===== src/rtl/daet_pkg.sv =====
// ----------------------------------------------------------------------------
// daet_pkg
// Shared types and field constants of the daily event alarm table.
// ----------------------------------------------------------------------------
package daet_pkg;

	localparam int KEY_W      = 28;
	localparam int HOUR_W     = 5;
	localparam int MIN_W      = 6;
	localparam int PAY_W      = 17;
	localparam int TIME_W     = HOUR_W + MIN_W;
	localparam int MIN_SHIFT  = 17;
	localparam int HOUR_SHIFT = 23;
	localparam int CMD_W      = 3;
	localparam int STAT_W     = 2;

	// stream word layouts
	localparam int S_DATA_W = 40;
	localparam int M_DATA_W = 48;

	typedef enum logic [CMD_W-1:0] {
		CMD_SCHEDULE   = 3'd0,
		CMD_UNSCHEDULE = 3'd1,
		CMD_RESCHEDULE = 3'd2,
		CMD_EVALUATE   = 3'd3,
		CMD_CLEAR      = 3'd4
	} cmd_t;

	typedef enum logic [STAT_W-1:0] {
		ST_OK        = 2'd0,
		ST_ALREADY   = 2'd1,
		ST_NOT_SCHED = 2'd2,
		ST_FULL      = 2'd3
	} status_t;

	typedef enum logic [2:0] {
		S_IDLE,
		S_SCAN,
		S_INS,
		S_EVAL,
		S_RESP
	} state_t;

endpackage


===== src/rtl/daily_event_alarm_table.sv =====
// ----------------------------------------------------------------------------
// daily_event_alarm_table
// Sorted table of daily events with schedule, unschedule, reschedule,
// evaluate and clear commands, one result word per command word.
// ----------------------------------------------------------------------------
// The table holds up to TABLE_DEPTH keys (hour, minute, 17-bit payload) in
// ascending order in a single-port-read memory, walked one entry per cycle by
// a small sequencer around one shared 28-bit magnitude comparator. A command
// word is taken only while the block is idle. Evaluate and unschedule walk the
// table in a forward search pass; schedule and reschedule follow their search
// pass with an insertion pass that shifts entries up, while clear and unknown
// commands go straight to the result. A finished result waits in the output
// register; the next command word is taken meanwhile.
// ----------------------------------------------------------------------------
module daily_event_alarm_table
	import daet_pkg::*;
#(
	parameter int TABLE_DEPTH = 16
) (
	input  logic                clk,
	input  logic                arst_n,
	input  logic                s_axis_tvalid,
	output logic                s_axis_tready,
	// event_key[27:0], hour[32:28], minute[38:33], zero[39]
	input  logic [S_DATA_W-1:0] s_axis_tdata,
	// command[2:0]
	input  logic [CMD_W-1:0]    s_axis_tuser,
	output logic                m_axis_tvalid,
	input  logic                m_axis_tready,
	// status[1:0], fire[2], fire_payload[19:3], result_key[47:20]
	output logic [M_DATA_W-1:0] m_axis_tdata
);

	localparam int CNT_W = $clog2(TABLE_DEPTH + 1);
	localparam int IDX_W = (TABLE_DEPTH > 1) ? $clog2(TABLE_DEPTH) : 1;
	localparam logic [CNT_W-1:0] FULL_CNT = CNT_W'(TABLE_DEPTH);

	logic [KEY_W-1:0] mem [TABLE_DEPTH];

	state_t              state_q, state_d;
	cmd_t                cmd_q, cmd_d;
	logic [KEY_W-1:0]    ref_q, ref_d;
	logic [TIME_W-1:0]   now_q, now_d;
	logic [CNT_W-1:0]    cnt_q, cnt_d;
	logic [KEY_W-1:0]    last_q, last_d;
	logic [CNT_W-1:0]    rd_ptr_q, rd_ptr_d;
	logic                valid_s1, valid_d;
	logic [CNT_W-1:0]    addr_s1, addr_d;
	logic [KEY_W-1:0]    rd_data_q;
	logic                found_q, found_d;
	logic [KEY_W-1:0]    first_q, first_d;
	logic [CNT_W-1:0]    hole_q, hole_d;
	logic [STAT_W-1:0]   res_status_q, res_status_d;
	logic                res_fire_q, res_fire_d;
	logic [PAY_W-1:0]    res_pay_q, res_pay_d;
	logic [KEY_W-1:0]    res_key_q, res_key_d;
	logic                m_valid_q, m_valid_d;
	logic [M_DATA_W-1:0] m_data_q, m_data_d;

	logic [CNT_W-1:0] rd_addr;
	logic             mem_we;
	logic [CNT_W-1:0] mem_waddr;
	logic [KEY_W-1:0] mem_wdata;

	logic             in_acc;
	logic             cmp_eq, cmp_gt;
	logic             issue, stop_now, due;
	logic [KEY_W-1:0] new_key;
	logic [CNT_W-1:0] cnt_dec;

	assign in_acc = s_axis_tvalid && s_axis_tready;

	// shared comparator: table word against the reference key or time
	assign cmp_eq = (rd_data_q == ref_q);
	assign cmp_gt = (rd_data_q > ref_q);

	assign cnt_dec = cnt_q - 1'b1;
	assign new_key = {now_q, ref_q[PAY_W-1:0]};
	assign due     = (first_q[KEY_W-1:MIN_SHIFT] == now_q);

	always_ff @(posedge clk) begin
		if (mem_we) begin
			mem[mem_waddr[IDX_W-1:0]] <= mem_wdata;
		end
		rd_data_q <= mem[rd_addr[IDX_W-1:0]];
	end

	always_ff @(posedge clk or negedge arst_n) begin
		if (!arst_n) begin
			state_q   <= S_IDLE;
			cnt_q     <= '0;
			last_q    <= '0;
			valid_s1  <= 1'b0;
			m_valid_q <= 1'b0;
		end else begin
			state_q   <= state_d;
			cnt_q     <= cnt_d;
			last_q    <= last_d;
			valid_s1  <= valid_d;
			m_valid_q <= m_valid_d;
		end
	end

	always_ff @(posedge clk) begin
		cmd_q        <= cmd_d;
		ref_q        <= ref_d;
		now_q        <= now_d;
		rd_ptr_q     <= rd_ptr_d;
		addr_s1      <= addr_d;
		found_q      <= found_d;
		first_q      <= first_d;
		hole_q       <= hole_d;
		res_status_q <= res_status_d;
		res_fire_q   <= res_fire_d;
		res_pay_q    <= res_pay_d;
		res_key_q    <= res_key_d;
		m_data_q     <= m_data_d;
	end

	always_comb begin
		state_d      = state_q;
		cmd_d        = cmd_q;
		ref_d        = ref_q;
		now_d        = now_q;
		cnt_d        = cnt_q;
		last_d       = last_q;
		rd_ptr_d     = rd_ptr_q;
		valid_d      = 1'b0;
		addr_d       = addr_s1;
		found_d      = found_q;
		first_d      = first_q;
		hole_d       = hole_q;
		res_status_d = res_status_q;
		res_fire_d   = res_fire_q;
		res_pay_d    = res_pay_q;
		res_key_d    = res_key_q;
		m_valid_d    = m_valid_q && !m_axis_tready;
		m_data_d     = m_data_q;
		rd_addr      = rd_ptr_q;
		mem_we       = 1'b0;
		mem_waddr    = '0;
		mem_wdata    = ref_q;
		issue        = 1'b0;
		stop_now     = 1'b0;
		s_axis_tready = 1'b0;

		case (state_q)
			S_IDLE: begin
				s_axis_tready = 1'b1;
				if (in_acc) begin
					cmd_d        = cmd_t'(s_axis_tuser);
					now_d        = {s_axis_tdata[KEY_W +: HOUR_W],
					                s_axis_tdata[KEY_W + HOUR_W +: MIN_W]};
					ref_d        = s_axis_tdata[KEY_W-1:0];
					rd_ptr_d     = '0;
					found_d      = 1'b0;
					res_status_d = ST_OK;
					res_fire_d   = 1'b0;
					res_pay_d    = '0;
					res_key_d    = '0;
					case (cmd_t'(s_axis_tuser))
						CMD_SCHEDULE, CMD_UNSCHEDULE, CMD_RESCHEDULE: begin
							state_d = S_SCAN;
						end
						CMD_EVALUATE: begin
							ref_d   = {s_axis_tdata[KEY_W +: HOUR_W],
							           s_axis_tdata[KEY_W + HOUR_W +: MIN_W],
							           {MIN_SHIFT{1'b0}}};
							state_d = (cnt_q == '0) ? S_RESP : S_SCAN;
						end
						CMD_CLEAR: begin
							cnt_d   = '0;
							state_d = S_RESP;
						end
						default: begin
							state_d = S_RESP;
						end
					endcase
				end
			end

			S_SCAN: begin
				// forward walk, one entry per cycle
				if (valid_s1) begin
					if (addr_s1 == '0) begin
						first_d = rd_data_q;
					end
					case (cmd_q)
						CMD_SCHEDULE: stop_now = cmp_eq;
						CMD_EVALUATE: stop_now = cmp_eq || cmp_gt;
						default: begin
							// close the gap behind the removed entry
							if (found_q) begin
								mem_we    = 1'b1;
								mem_waddr = addr_s1 - 1'b1;
								mem_wdata = rd_data_q;
							end else if (cmp_eq) begin
								found_d = 1'b1;
							end
						end
					endcase
				end
				issue = (rd_ptr_q < cnt_q) && !stop_now;
				if (stop_now || (!valid_s1 && rd_ptr_q >= cnt_q)) begin
					issue = 1'b0;
					case (cmd_q)
						CMD_SCHEDULE: begin
							if (stop_now) begin
								res_status_d = ST_ALREADY;
								state_d      = S_RESP;
							end else if (cnt_q == FULL_CNT) begin
								res_status_d = ST_FULL;
								state_d      = S_RESP;
							end else begin
								rd_ptr_d = cnt_q;
								hole_d   = cnt_q;
								state_d  = S_INS;
							end
						end
						CMD_UNSCHEDULE: begin
							if (found_q) begin
								cnt_d = cnt_dec;
							end else begin
								res_status_d = ST_NOT_SCHED;
							end
							state_d = S_RESP;
						end
						CMD_RESCHEDULE: begin
							if (found_q) begin
								cnt_d     = cnt_dec;
								ref_d     = new_key;
								res_key_d = new_key;
								rd_ptr_d  = cnt_dec;
								hole_d    = cnt_dec;
								state_d   = S_INS;
							end else begin
								res_status_d = ST_NOT_SCHED;
								state_d      = S_RESP;
							end
						end
						default: begin
							// evaluate: hit entry, else wrap to the first one
							if (stop_now) begin
								first_d = rd_data_q;
							end
							state_d = S_EVAL;
						end
					endcase
				end else if (issue) begin
					rd_ptr_d = rd_ptr_q + 1'b1;
				end
				valid_d = issue;
				addr_d  = rd_ptr_q;
			end

			S_INS: begin
				// backward walk: shift larger entries up, drop the key in the gap
				rd_addr = rd_ptr_q - 1'b1;
				if (valid_s1) begin
					mem_we    = 1'b1;
					mem_waddr = addr_s1 + 1'b1;
					if (cmp_gt) begin
						mem_wdata = rd_data_q;
						hole_d    = addr_s1;
						issue     = (rd_ptr_q != '0);
					end else begin
						cnt_d   = cnt_q + 1'b1;
						state_d = S_RESP;
					end
				end else if (rd_ptr_q == '0) begin
					mem_we    = 1'b1;
					mem_waddr = hole_q;
					cnt_d     = cnt_q + 1'b1;
					state_d   = S_RESP;
				end else begin
					issue = 1'b1;
				end
				if (issue) begin
					rd_ptr_d = rd_ptr_q - 1'b1;
				end
				valid_d = issue;
				addr_d  = rd_ptr_q - 1'b1;
			end

			S_EVAL: begin
				if (due) begin
					if (last_q != first_q) begin
						res_fire_d = 1'b1;
						res_pay_d  = first_q[PAY_W-1:0];
						last_d     = first_q;
					end
				end else if (last_q == first_q) begin
					last_d = '0;
				end
				state_d = S_RESP;
			end

			S_RESP: begin
				// hold until the output register is free
				if (!m_valid_q || m_axis_tready) begin
					m_valid_d = 1'b1;
					m_data_d  = {res_key_q, res_pay_q, res_fire_q, res_status_q};
					state_d   = S_IDLE;
				end
			end

			default: begin
				state_d = S_IDLE;
			end
		endcase
	end

	assign m_axis_tvalid = m_valid_q;
	assign m_axis_tdata  = m_data_q;

`ifndef SYNTHESIS
	a_cnt_bound: assert property (@(posedge clk) disable iff (!arst_n)
		cnt_q <= FULL_CNT)
		else $error("entry count beyond table depth");

	a_busy_after_accept: assert property (@(posedge clk) disable iff (!arst_n)
		in_acc |=> !s_axis_tready)
		else $error("command word taken while busy");

	a_fire_clean: assert property (@(posedge clk) disable iff (!arst_n)
		(m_axis_tvalid && m_axis_tdata[STAT_W]) |->
		(m_axis_tdata[STAT_W-1:0] == ST_OK && m_axis_tdata[M_DATA_W-1:M_DATA_W-KEY_W] == '0))
		else $error("fire word carries status or result key");

	a_write_busy: assert property (@(posedge clk) disable iff (!arst_n)
		mem_we |-> (state_q == S_SCAN || state_q == S_INS))
		else $error("table write outside search or insert pass");
`endif

endmodule


===== config.mk =====
export PLATFORM = sky130hd
export DESIGN_NAME = daily_event_alarm_table
export DESIGN_NICKNAME = d
export VERILOG_FILES = /design/src/rtl/daet_pkg.sv /design/src/rtl/daily_event_alarm_table.sv
export SDC_FILE = /design/constraint.sdc
export NUM_CORES = 1
export LEC_CHECK = 0
export BUFFER_PORTS_ARGS = -buffer_cell sky130_fd_sc_hd__buf_4
export CORE_MARGIN = 2
export CORE_UTILIZATION = 30
export DETAILED_ROUTE_END_ITERATION = 10
export PLACE_DENSITY = 0.41
export RECOVER_POWER = 25
export REMOVE_ABC_BUFFERS = 1
export SYNTH_ARGS = -nofsm -noshare
export SYNTH_HDL_FRONTEND = slang
export SYNTH_SLANG_ARGS = --single-unit
export TNS_END_PERCENT = 5

===== constraint.sdc =====
create_clock -name clk -period 6.96 [get_ports clk]
set_input_delay 1.392 -clock clk [delete_from_list [all_inputs] [get_ports clk]]
set_output_delay 1.392 -clock clk [all_outputs]
set_load 0.02 [all_outputs]

==> run metrics <==
status=finished with violations; violated checks=max-capacitance violations, max-slew violations; Routed Antenna Nets=0; CTS buffer count=78; cell depth of the worst setup path=7; CTS sink cnt=between 600 and 700; starting DRC count in detailed routing=around 1,000; Compound-Gate Fraction of Synth Area=between 4 and 5%; register area share after synthesis=71.9%; Top FF cell, synth=edfxtp_1; mean post-synth cell area=approximately 17 µm²; total wire length=75,400 µm; CP top delay family=buffers and inverters; first-pass GRT wire length=110,000 µm; Hold Vio Cnt, Final=0; Fmax achieved=0.182 GHz; Initial Util=between 30% and 40%; input/output buffers=95; final clock skew=between 0.03 and 0.04 ns; largest fanout on the critical path=52; clock buffer depth=3; number of vias per cell=4.83; WL/cell=24.4 µm; ratio of cells with drive above 1 in the final layout=21.5%; # Post-CTS Setup Buffers=0; placeable core area=0.0935 mm²; Clock Root Buffer=clkbuf_16; Async SR Flop Fraction=5.47%; CP peak stage delay=2.18 ns; vias in the first global route=15,800; Max Slew Vio Count=194; crit start category=flop; Worst Path Buf+Inv=4; Global Route Usage Sum=15.6%; R2R Path End=res_key_q[17]; drt drc=0; WP data required=7.25 ns; main combinational cell family by area after synthesis=multiplexers; min-delay src=res_key_q[14]; Non-Filler Instances=3,092; synthesis-stage register bit count=695; GP Congestion=between 0.7 and 0.8; CTS tree=built; router iterations before antenna repair=5; Area contributors post-synth=edfxtp_1, mux4_2, dfrtp_1, nand2_1, dfxtp_1; r2r worst-path depth=7; share of the synthesized area in the top cell type=66.6%; largest net degree at the start of global routing=114; Filler cells=a little under 9,000; FF-to-FF setup slack=around 1.5 ns; critical path class=reg -> reg; Post-Synth Simple-Gate Area=between 6 and 7%; Finish-stage setup viols=0; Max transition margin=-107%; Hold Path Cell Cnt=0; Max-Cap Viols=5; crit-path cells=clkbuf_1 > nand2_1 > inv_2 > clkbuf_1 > a21o_1 > and2_2 > buf_4; post-DP HPWL=45,100 µm; Area Overhead vs Synth=16.3%; CTS H-tree lvls=3; Critical Path Most Common Cell=clkbuf_1; Post-CTS Hold Fix Bufs=0; distinct cell type count after synthesis=76; Hold/Removal Path Class=reg -> reg; Peak supply drop=283 µV; Worst Hold End=m_axis_tdata[34]; Post-Syn Area=between 0.02 and 0.03 mm²; RSZ-0062 raised after global routing=false; yosys warns=0; Util after Layout=35.3%; placed cell count=roughly 2,900; via count=14,900; Tightest Pin Transition=3.10 ns; Synth Area in XOR/XNOR=~1.7%; cell count after synthesis=1,636; mux contribution to synthesized area=12.0%; fin nets=about 1,900; crit path time final=between 5 and 6 ns; Clock transition at path regs=0.07 ns; DIE AREA=0.0970 mm²; CP max stage cell=clkbuf_1; Die Ht=between 300 and 400 µm; Antenna Cells=0; Leak Pwr=11.3 nW; pwr dens=430 mW/mm²; row count=around 110; critical path arrival=5.80 ns; post-synthesis adder-cell area fraction=roughly 1.9%; crit end category=flop; Final Cycle Share=approximately 79%; EDFF count, synth=629; worst hold margin=around 0.42 ns; gr ovfl total=0; antenna violations before repair=2; cts repair resizes=0; Reg-to-Reg Start=state_q[0]; I/O pin cnt=97; clock latency on the worst-skew pair=0.63 ns; most area-hungry cell type in the Yosys netlist=edfxtp_1; TNS Setup=0 ns; chip width=312 µm
## cells in the mapped netlist, types with 3 or more instances
master    instances
and3_1           61
buf_6             4
nor3b_1           3
buf_4             4
nand4_1          15
dfxtp_1          28
mux2_2           36
nor4_1           10
a22o_1           30
inv_1            45
a21o_1            3
a31oi_1          30
buf_1             6
ha_1             43
edfxtp_1        629
buf_2            20
dfrtp_1          38
xnor2_1          40
o21ai_0          16
o22ai_1           5
xor2_1           14
or2_2             4
a211oi_1          4
nand2b_1          5
mux2i_1          18
nand2_1         151
inv_2             3
nor3_1           12
and2_1           21
a221oi_1          3
clkbuf_1         43
a31o_2            3
mux2_4           20
nor2_1           56
mux4_2          112
o21bai_1         13
a21oi_1          27
nand3_1          11
## area by class of cell
class,count,area [µm²],share of cell area [%]
timing repair buffer,138,795,2.41
clock buffer,106,2140,6.48
clock inverter,39,397,1.20
inverter,48,180,0.546
sequential,695,20400,61.8
tap,1254,1570,4.75
multi-input combinational,812,7530,22.8
## kinds of logic after synthesis
logic type | Yosys count
flops | 695
simple gates | 365
mux | 186
compound gates | 164
buf+inv | 129
xor+xnor | 54
fa+ha+maj | 43
## metrics by stage
step	total power, mW	area (µm²)	worst slack [ns]
global placement	10.3	30700	2.07
finish	14.2	33000	1.46
detailed placement	10.4	30700	2.03
global route	15.0	33000	0.872
CTS	14.5	33300	1.98
floorplan	8.86	27900	0.309
## worst max path at each step
stage / endpoint / slack, ns / startpoint
3_5_place_dp: res_key_q[10] / 2.03 / rd_data_q[14]
5_1_grt: res_key_q[17] / 0.87 / state_q[0]
3_3_place_gp: res_key_q[10] / 2.07 / rd_data_q[15]
4_1_cts: ref_q[25] / 1.98 / rd_data_q[14]
2_1_floorplan: rd_data_q[0] / 0.31 / state_q[0]
6_report: res_key_q[17] / 1.46 / state_q[0]
## worst reg2reg max path, delay by kind of cell, from the launching register on
family	cells	cell delay (ns)
AOI/OAI and AO/OA	1	0.27
buffers and inverters	4	3.45
and+or+nand+nor	2	1.10
DFF	1	0.34
## cells in the final DEF, fill, tap and decap left out, drive strengths merged, types with 30 or more instances in the layout
cell type / netlist / routed
clkbuf: 45 / 178
a21oi: 30 / 30
a22o: 30 / 30
and3: 62 / 62
ha: 43 / 43
mux4: 112 / 112
xnor2: 40 / 40
mux2: 56 / 56
inv: 48 / 53
nand2: 152 / 152
buf: 36 / 66
nor2: 56 / 56
edfxtp: 629 / 629
a31oi: 30 / 30
dfrtp: 38 / 38
## sequential cells by signal, indices dropped and copies added, names as in the netlist, 3 cells and up
register      flops
state_q           3
hole_q            4
rd_ptr_q          5
res_key_q        28
addr_s1           5
m_axis_tdata     48
cmd_q             3
now_q            11
res_pay_q        17
cnt_q             5
first_q          28
rd_data_q        28
ref_q            28
mem             448
last_q           28
## power breakdown
group | total [mW] | switching, mW | internal [mW]
sequential | 5.98 | 0.462 | 5.52
clock | 4.07 | 1.70 | 2.37
combinational | 4.14 | 2.53 | 1.61
total | 14.2 | 4.69 | 9.50
## layer usage
metal / global-route usage (%) / up-vias / share of wire (%)
li1: - / 6685 / -
met5: 0 / - / 0
met4: 3.88 / 0 / 1.6
met3: 2.31 / 86 / 3.7
met1: 21.1 / 7880 / 46
met2: 26.1 / 273 / 49
No activity file was read; power rests on OpenSTA's default activity.
